--- src/design/assert_macros.svh ---
// Assertion macros included by double_aligned_bitwise_and.sv.
`ifndef ASSERT_MACROS_SVH
`define ASSERT_MACROS_SVH

// Implication checked on every rising clock edge outside reset.
`define ASSERT_IMPL(label, clk, rst, ante, cons) \
   label: assert property (@(posedge clk) disable iff (rst) (ante) |-> (cons)) \
      else $error("assertion failed");

// Next-cycle implication checked outside reset.
`define ASSERT_NEXT(label, clk, rst, ante, cons) \
   label: assert property (@(posedge clk) disable iff (rst) (ante) |=> (cons)) \
      else $error("assertion failed");

`endif

--- src/design/daba_pkg.sv ---
// Package with constants and types for the aligned double AND.
package daba_pkg;
   localparam int FracBits = 52;
   localparam int ExpBits = 11;
   localparam int WordBits = 64;
   localparam int MantBits = 53;
   localparam int LeadBits = 6;

   typedef logic [WordBits-1:0] word_type;
   typedef logic [ExpBits-1:0] exp_type;
   typedef logic [MantBits-1:0] mant_type;
   typedef logic [LeadBits-1:0] lead_type;

   // Position of the leading one in a 53-bit value (0 if none).
   function automatic lead_type lead_pos(input mant_type m);
      lead_type p;
      p = '0;
      for (int i = 0; i < MantBits; i++) begin
         if (m[i]) begin
            p = LeadBits'(i);
         end
      end
      return p;
   endfunction
endpackage

--- src/design/double_aligned_bitwise_and.sv ---
// Stages: align, mask, lead, norm; rsp_valid and the result come from the norm stage registers.
// Throughput: one request per cycle; a stall with a result waiting freezes the whole pipeline.
// Reset: synchronous, active high; clears all stage valid bits, data is not reset.
// Stage 1 orders operands, stage 2 shifts and ANDs, stage 3 finds the leading one,
// stage 4 renormalizes with subnormal saturation, or passes the raw AND when exponents are equal.
`include "assert_macros.svh"
module double_aligned_bitwise_and (
   input  logic                   clock,
   input  logic                   reset,
   input  logic                   req_valid,
   output logic                   req_stall,
   input  daba_pkg::word_type     req_operand_a,
   input  daba_pkg::word_type     req_operand_b,
   output logic                   rsp_valid,
   input  logic                   rsp_stall,
   output daba_pkg::word_type     rsp_and_result
);
   import daba_pkg::*;

   logic adv;
   assign adv = !rsp_stall || !rsp_valid;
   assign req_stall = !adv;

   // Stage 1: order by exponent.
   logic     v1_ff, v1_in;
   logic     eq1_ff, eq1_in;
   logic     sgn1_ff, sgn1_in;
   logic     far1_ff, far1_in;
   word_type raw1_ff, raw1_in;
   logic [FracBits-1:0] bigf1_ff, bigf1_in;
   mant_type smallm1_ff, smallm1_in;
   lead_type gap1_ff, gap1_in;
   exp_type  elow1_ff, elow1_in;

   always_comb begin
      exp_type ea, eb;
      logic [ExpBits-1:0] gap;
      ea = req_operand_a[WordBits-2 -: ExpBits];
      eb = req_operand_b[WordBits-2 -: ExpBits];
      v1_in = req_valid;
      eq1_in = (ea == eb);
      raw1_in = req_operand_a & req_operand_b;
      sgn1_in = (req_operand_a[WordBits-2:0] != '0) && (req_operand_b[WordBits-2:0] != '0)
                && req_operand_a[WordBits-1] && req_operand_b[WordBits-1];
      if (ea > eb) begin
         gap = ea - eb;
         bigf1_in = req_operand_a[FracBits-1:0];
         smallm1_in = {(eb != '0), req_operand_b[FracBits-1:0]};
         elow1_in = eb;
      end else begin
         gap = eb - ea;
         bigf1_in = req_operand_b[FracBits-1:0];
         smallm1_in = {(ea != '0), req_operand_a[FracBits-1:0]};
         elow1_in = ea;
      end
      far1_in = (gap > ExpBits'(FracBits));
      gap1_in = gap[LeadBits-1:0];
   end

   // Stage 2: shift and mask.
   logic     v2_ff, eq2_ff, sgn2_ff;
   word_type raw2_ff;
   mant_type m2_ff, m2_in;
   exp_type  elow2_ff;

   always_comb begin
      logic [WordBits+FracBits-1:0] sh;
      sh = {{WordBits{1'b0}}, bigf1_ff} << gap1_ff;
      m2_in = far1_ff ? '0 : (sh[MantBits-1:0] & smallm1_ff);
   end

   // Stage 3: leading-one search.
   logic     v3_ff, eq3_ff, sgn3_ff;
   word_type raw3_ff;
   mant_type m3_ff;
   exp_type  elow3_ff;
   lead_type lead3_ff, lead3_in;
   assign lead3_in = lead_pos(m2_ff);

   // Stage 4: normalize.
   logic     v4_ff;
   word_type res4_ff, res4_in;

   always_comb begin
      lead_type norm;
      exp_type  sh;
      mant_type ms;
      norm = LeadBits'(FracBits) - lead3_ff;
      sh = '0;
      ms = '0;
      res4_in = {sgn3_ff, {(WordBits-1){1'b0}}};
      if (eq3_ff) begin
         res4_in = raw3_ff;
      end else if (m3_ff != '0) begin
         if (norm == '0) begin
            res4_in = {sgn3_ff, elow3_ff, m3_ff[FracBits-1:0]};
         end else if (ExpBits'(norm) >= elow3_ff) begin
            if (elow3_ff != '0) begin
               sh = elow3_ff - ExpBits'(1);
            end
            ms = m3_ff << sh[LeadBits-1:0];
            res4_in = {sgn3_ff, {ExpBits{1'b0}}, ms[FracBits-1:0]};
         end else begin
            ms = m3_ff << norm;
            res4_in = {sgn3_ff, elow3_ff - ExpBits'(norm), ms[FracBits-1:0]};
         end
      end
   end

   // Valid bits.
   always_ff @(posedge clock) begin
      if (reset) begin
         v1_ff <= 1'b0;
         v2_ff <= 1'b0;
         v3_ff <= 1'b0;
         v4_ff <= 1'b0;
      end else if (adv) begin
         v1_ff <= v1_in;
         v2_ff <= v1_ff;
         v3_ff <= v2_ff;
         v4_ff <= v3_ff;
      end
   end

   // Payload registers.
   always_ff @(posedge clock) begin
      if (adv) begin
         eq1_ff <= eq1_in;
         sgn1_ff <= sgn1_in;
         far1_ff <= far1_in;
         raw1_ff <= raw1_in;
         bigf1_ff <= bigf1_in;
         smallm1_ff <= smallm1_in;
         gap1_ff <= gap1_in;
         elow1_ff <= elow1_in;
         eq2_ff <= eq1_ff;
         sgn2_ff <= sgn1_ff;
         raw2_ff <= raw1_ff;
         m2_ff <= m2_in;
         elow2_ff <= elow1_ff;
         eq3_ff <= eq2_ff;
         sgn3_ff <= sgn2_ff;
         raw3_ff <= raw2_ff;
         m3_ff <= m2_ff;
         elow3_ff <= elow2_ff;
         lead3_ff <= lead3_in;
         res4_ff <= res4_in;
      end
   end

   assign rsp_valid = v4_ff;
   assign rsp_and_result = res4_ff;

   // Checks.
   `ASSERT_NEXT(a_stall_hold, clock, reset, rsp_stall && rsp_valid, $stable(rsp_and_result))
   `ASSERT_IMPL(a_far_zero, clock, reset, v2_ff && !eq2_ff && $past(far1_ff && adv), m2_ff == '0)
   `ASSERT_IMPL(a_lead_top, clock, reset, v3_ff && m3_ff != '0, m3_ff[lead3_ff] == 1'b1)
endmodule
--- config.mk ---
export PLATFORM = sky130hd
export DESIGN_NAME = double_aligned_bitwise_and
export DESIGN_NICKNAME = d
export VERILOG_FILES = /design/src/design/daba_pkg.sv /design/src/design/double_aligned_bitwise_and.sv
export VERILOG_INCLUDE_DIRS = /design/src /design/src/design
export SDC_FILE = /design/constraint.sdc
export NUM_CORES = 1
export LEC_CHECK = 0
export BUFFER_PORTS_ARGS = -buffer_cell sky130_fd_sc_hd__buf_4
export CORE_ASPECT_RATIO = 0.7
export CORE_MARGIN = 2
export CORE_UTILIZATION = 24
export DETAILED_ROUTE_END_ITERATION = 12
export GPL_ROUTABILITY_DRIVEN = 0
export MAX_ROUTING_LAYER = met4
export SYNTH_ARGS = -nofsm -noshare
export SYNTH_HDL_FRONTEND = slang
export SYNTH_SLANG_ARGS = --single-unit
--- constraint.sdc ---
create_clock -name clock -period 37.7 [get_ports clock]
set_clock_uncertainty 0.15 [all_clocks]
set_input_delay 3.77 -clock clock [delete_from_list [all_inputs] [get_ports clock]]
set_output_delay 3.77 -clock clock [all_outputs]
set_load 0.02 [all_outputs]
## Word level (Yosys, flattened, before mapping)

Cells that the tools add are included.
Widths: inputs -> output; s select.

- Add/subtract/negate cells: 5
- $lt $le $gt $ge: 3
- Equality and inequality tests: 1
- Shift operators: 3
- Multiplexer cells: 64
- Bitwise operators: 2
- Reduce and logical (&&, ||, !) cells: 16

Operators by type and width:

| operator | number |
|---|---|
| $mux 6 | 35 |
| $mux 63 | 3 |
| $reduce_bool 63->1 | 2 |
| $shl 53x6->52 | 2 |
| $mux 5 | 16 |
| $and 64x64->64 | 1 |
| $mux 64 | 1 |
| $and 53x53->53 | 1 |
| $mux 53 | 1 |
| $reduce_bool 53->1 | 1 |
| $shl 52x6->53 | 1 |
| $mux 52 | 1 |
| $reduce_bool 11->1 | 3 |
| $mux 11 | 2 |
| $sub 11x11->11 | 2 |
| $reduce_or 21->1 | 1 |
| $mux 3 | 4 |
| $eq 11x11->1 | 1 |
| $ge 6x11->1 | 1 |
| $gt 11x11->1 | 1 |
| $gt 11x6->1 const B | 1 |
| $sub 11x6->11 | 1 |
| $logic_not 6->1 | 1 |
| $sub 6x1->6 const B | 1 |
| 6 further kinds | 10 |

- Register bits after elaboration: 523
- Bits of input ports: 132
- Output and inout bits: 66

## Depth between registers and ports, before layout

- Depth in word-level cells: 51
- Depth in mapped cells: 22
- Depth with buffers taken out: 16

## Least setup slack after synthesis

Ideal clock, no wire load.

- Kind: in2out
- Start: in rsp_stall
- End: out req_stall
- Data arrival time: 17.201 ns
- Required time: 33.780 ns
- Setup slack: 16.579 ns
- Stages: 2
- Path buffers: 0
- Cells stage by stage: nand2_1 -> inv_1

- Cells in the longest elaborated chain, start to end: 3

RTL lines:

| what | line | source |
|---|---|---|
| start, declared | double_aligned_bitwise_and.sv:15 | `input logic rsp_stall,` |
| $logic_not 1->1 | double_aligned_bitwise_and.sv:21 | `assign adv = !rsp_stall \|\| !rsp_valid;` |
| $logic_or 1x1->1 | double_aligned_bitwise_and.sv:21 |  |
| $logic_not 1->1 | double_aligned_bitwise_and.sv:22 | `assign req_stall = !adv;` |
| end, declared | double_aligned_bitwise_and.sv:11 | `output logic req_stall,` |

No other way between the ends.

## Worst setup path after layout

Ends and elaborated chain as after synthesis.

==> run summary <==
EDFF count, synth: 519
Worst hold path cell count: 0
Global-route wire length before repair: 151,000 um
Internal: 1414 uW
Maxcap violations: 0
Fin Hold WS: 0.2082 ns
Core Area: 121,700 sq um
Top cells by count, synth: edfxtp_1 (519), nand2_1 (384), nor2_1 (140)
WL per Instance: 23.90 um
Clock Sinks: 523
Syn Area/Cell: 11.19 sq um
PwrDens: 74.06 nW/um^2
Period utilization: 0.2319
R2R Path End: rsp_and_result[31]
CTS tree: built
R2r setup slk: 29.91 ns
HP Start: raw1_ff[57]
Share of layout cells above drive strength 1: 0.1909
Setup violations, final: 0
Setup CP Type: in -> out
Area contributors post-synth: edfxtp_1 (53%), mux2_2 (5.2%), nand2_1 (4.9%), mux2i_1 (4.2%), mux4_2 (2.8%)
Initial core utilization: 0.2417
Total Die Area: 125,400 sq um
CTS H-tree depth: 2
# hold bufs at CTS: 0
Clock slew at reported path FFs: 0.06 ns
Clock group share of total power: 0.217
Die Y: 296.9 um
Critical Path Start: rsp_stall
Syn_nets: 2,805
Crit Reg-Reg Startpoint: lead3_ff[0]
Worst slew pin tran: 1.150 ns
Required time of the critical path: 33.78 ns
Die W: 422.5 um
#FFs+latches synth: 523
Util after Layout: 0.2827
Clock latency on the worst-skew pair: 0.68 ns
WHS Endpoint: raw2_ff[57]
Tmin final: 8.742 ns
Post-CTS sizing: 0
Final hold vios: 0
Rel. slew slack: 0.2279
Via count: 23.55k
Arrival time worst endpoint: 4.82 ns
IO Port Bufs: 197
Vias in the first global route: 21.59k
Rows: 107
RSZ-0062 raised after global routing: false
Gate power share: 0.476
CP Capture Type: primary output
Type of origin of the critical path: input port
Synth cell types: 87
Worst Path Max Fanout: 52
GRT Overall Usage: 0.1653
Total wire length: 105,600 um
Most common cell in the netlist: edfxtp_1
DP HPWL: 77,190 um
Synth Flop Type: edfxtp_1
Layout Nets: 2,911
R2R cell count: 18
1st-iter DRT viols: 3,950
Flop pwr share: 0.307
Sw power: 1133 uW
Leakage: 0.01309 uW
Top-Level Pins: 198
HP Class: reg -> reg
Switching Fraction: 0.4448
Max Buffers Root-to-Sink: 3
Post-route DRC violation count: 0
Remaining antenna violation count: 0
Maximum VDD drop: 0.05593 mV
Initial antenna violation count: 8
Status: completed
Final Max Tran Viols: 0
Grt total ovfl: 0
Max Freq: 114.4 MHz
Post-synth top area share: 0.5298
Area grow syn2layout: 16.94%
Mapped Cells: 2,630
Sequential area share after synthesis: 0.5325
Num CTS Buffers: 57
Number of iterations in the first detailed-routing pass: 7
Post-CTS Setup Inserts: 0
Setup_tns: 0 ns
Post-Synthesis Cell Area: 29,420 sq um
CTS Root Cell: clkbuf_16
Largest net degree at the start of global routing: 184
Cell taking the most area after synthesis: edfxtp_1
DR vias/cell: 5.326
Ys async rst share: 0
Ys Warns: 0
[placed cells by master, fill, tap and decap left out, types with 57 or more instances in the layout]
master / count
nand2_1: 382
edfxtp_1: 519
nor4_1: 66
and2_1: 61
o21ai_0: 121
a21oi_1: 111
clkbuf_16: 57
a22oi_1: 81
inv_1: 61
buf_4: 237
mux2_2: 137
mux2i_1: 122
nor3_1: 67
nor2_1: 140
[power groups by stage]
stage / logic, uW / registers [uW] / clock network [uW]
final: 1210 / 781 / 553
after global routing: 1260 / 788 / 588
after CTS: 1160 / 783 / 569
after detailed placement: 1160 / 794 / 0
after global placement: 1150 / 794 / 0
after floorplan: 755 / 795 / 0
[registers in the layout (all words and copies together), names as in the netlist, 6 cells and up]
| name | flops |
|---|---|
| elow3_ff | 11 |
| raw1_ff | 64 |
| raw2_ff | 64 |
| gap1_ff | 6 |
| smallm1_ff | 53 |
| rsp_and_result | 64 |
| lead3_ff | 6 |
| elow2_ff | 11 |
| raw3_ff | 64 |
| bigf1_ff | 52 |
| elow1_ff | 11 |
| m3_ff | 53 |
| m2_ff | 53 |
[per-stage QoR]
step	instances	cell area (sq um)	power [uW]	worst slack [ns]
after global routing	4420	34400	2638	28.85
after detailed placement	4312	32530	1951	28.92
final	4421	34400	2548	28.96
after floorplan	2630	29420	1550	16.58
after global placement	4312	32530	1947	28.94
after CTS	4417	34390	2511	28.91
[worst max-delay path: stages]
cell and delay (ns):
buf_4 0.12, nand2_4 0.48, inv_1 0.23, buf_4 0.22
[how the worst max path moves through the flow]
stage                endpoint  slack (ns)  cells past startpoint
floorplan           req_stall       16.58                      2
global placement    req_stall       28.94                      4
detailed placement  req_stall       28.92                      4
CTS                 req_stall       28.91                      4
global route        req_stall       28.85                      4
finish              req_stall       28.96                      4
[logic make-up (layout without fill, tap and decap cells)]
group,count (synthesis),in the layout,synth area share
AOI/OAI and AO/OA,587,587,0.1366
muxes,297,297,0.1226
buffers and inverters,254,406,0.03573
xor gates and xnor gates,22,22,0.006550
other,0,4,0
DFF,523,523,0.5325
adders and majority gates,43,43,0.01905
and+or+nand+nor,904,904,0.1470
[metal layers]
layer,track usage,part of all wire,vias up
met1,0.2259,0.41,11439
met4,0.06437,0.048,0
met3,0.03907,0.11,286
li1,-,-,10302
met5,-,0,-
met2,0.2347,0.42,1518
[layout make-up]
cell class | count | area (sq um)
fillers | 12483 | 87300
well taps | 1635 | 2046
flip-flops and latches | 523 | 15670
clock buffers | 62 | 1445
multi-input cells | 1853 | 12790
repair buffers | 238 | 1799
diodes | 4 | 10.01
inverters | 63 | 236.5
clock inverters | 43 | 412.9
Note: power is estimated with default switching activity, not from simulation.
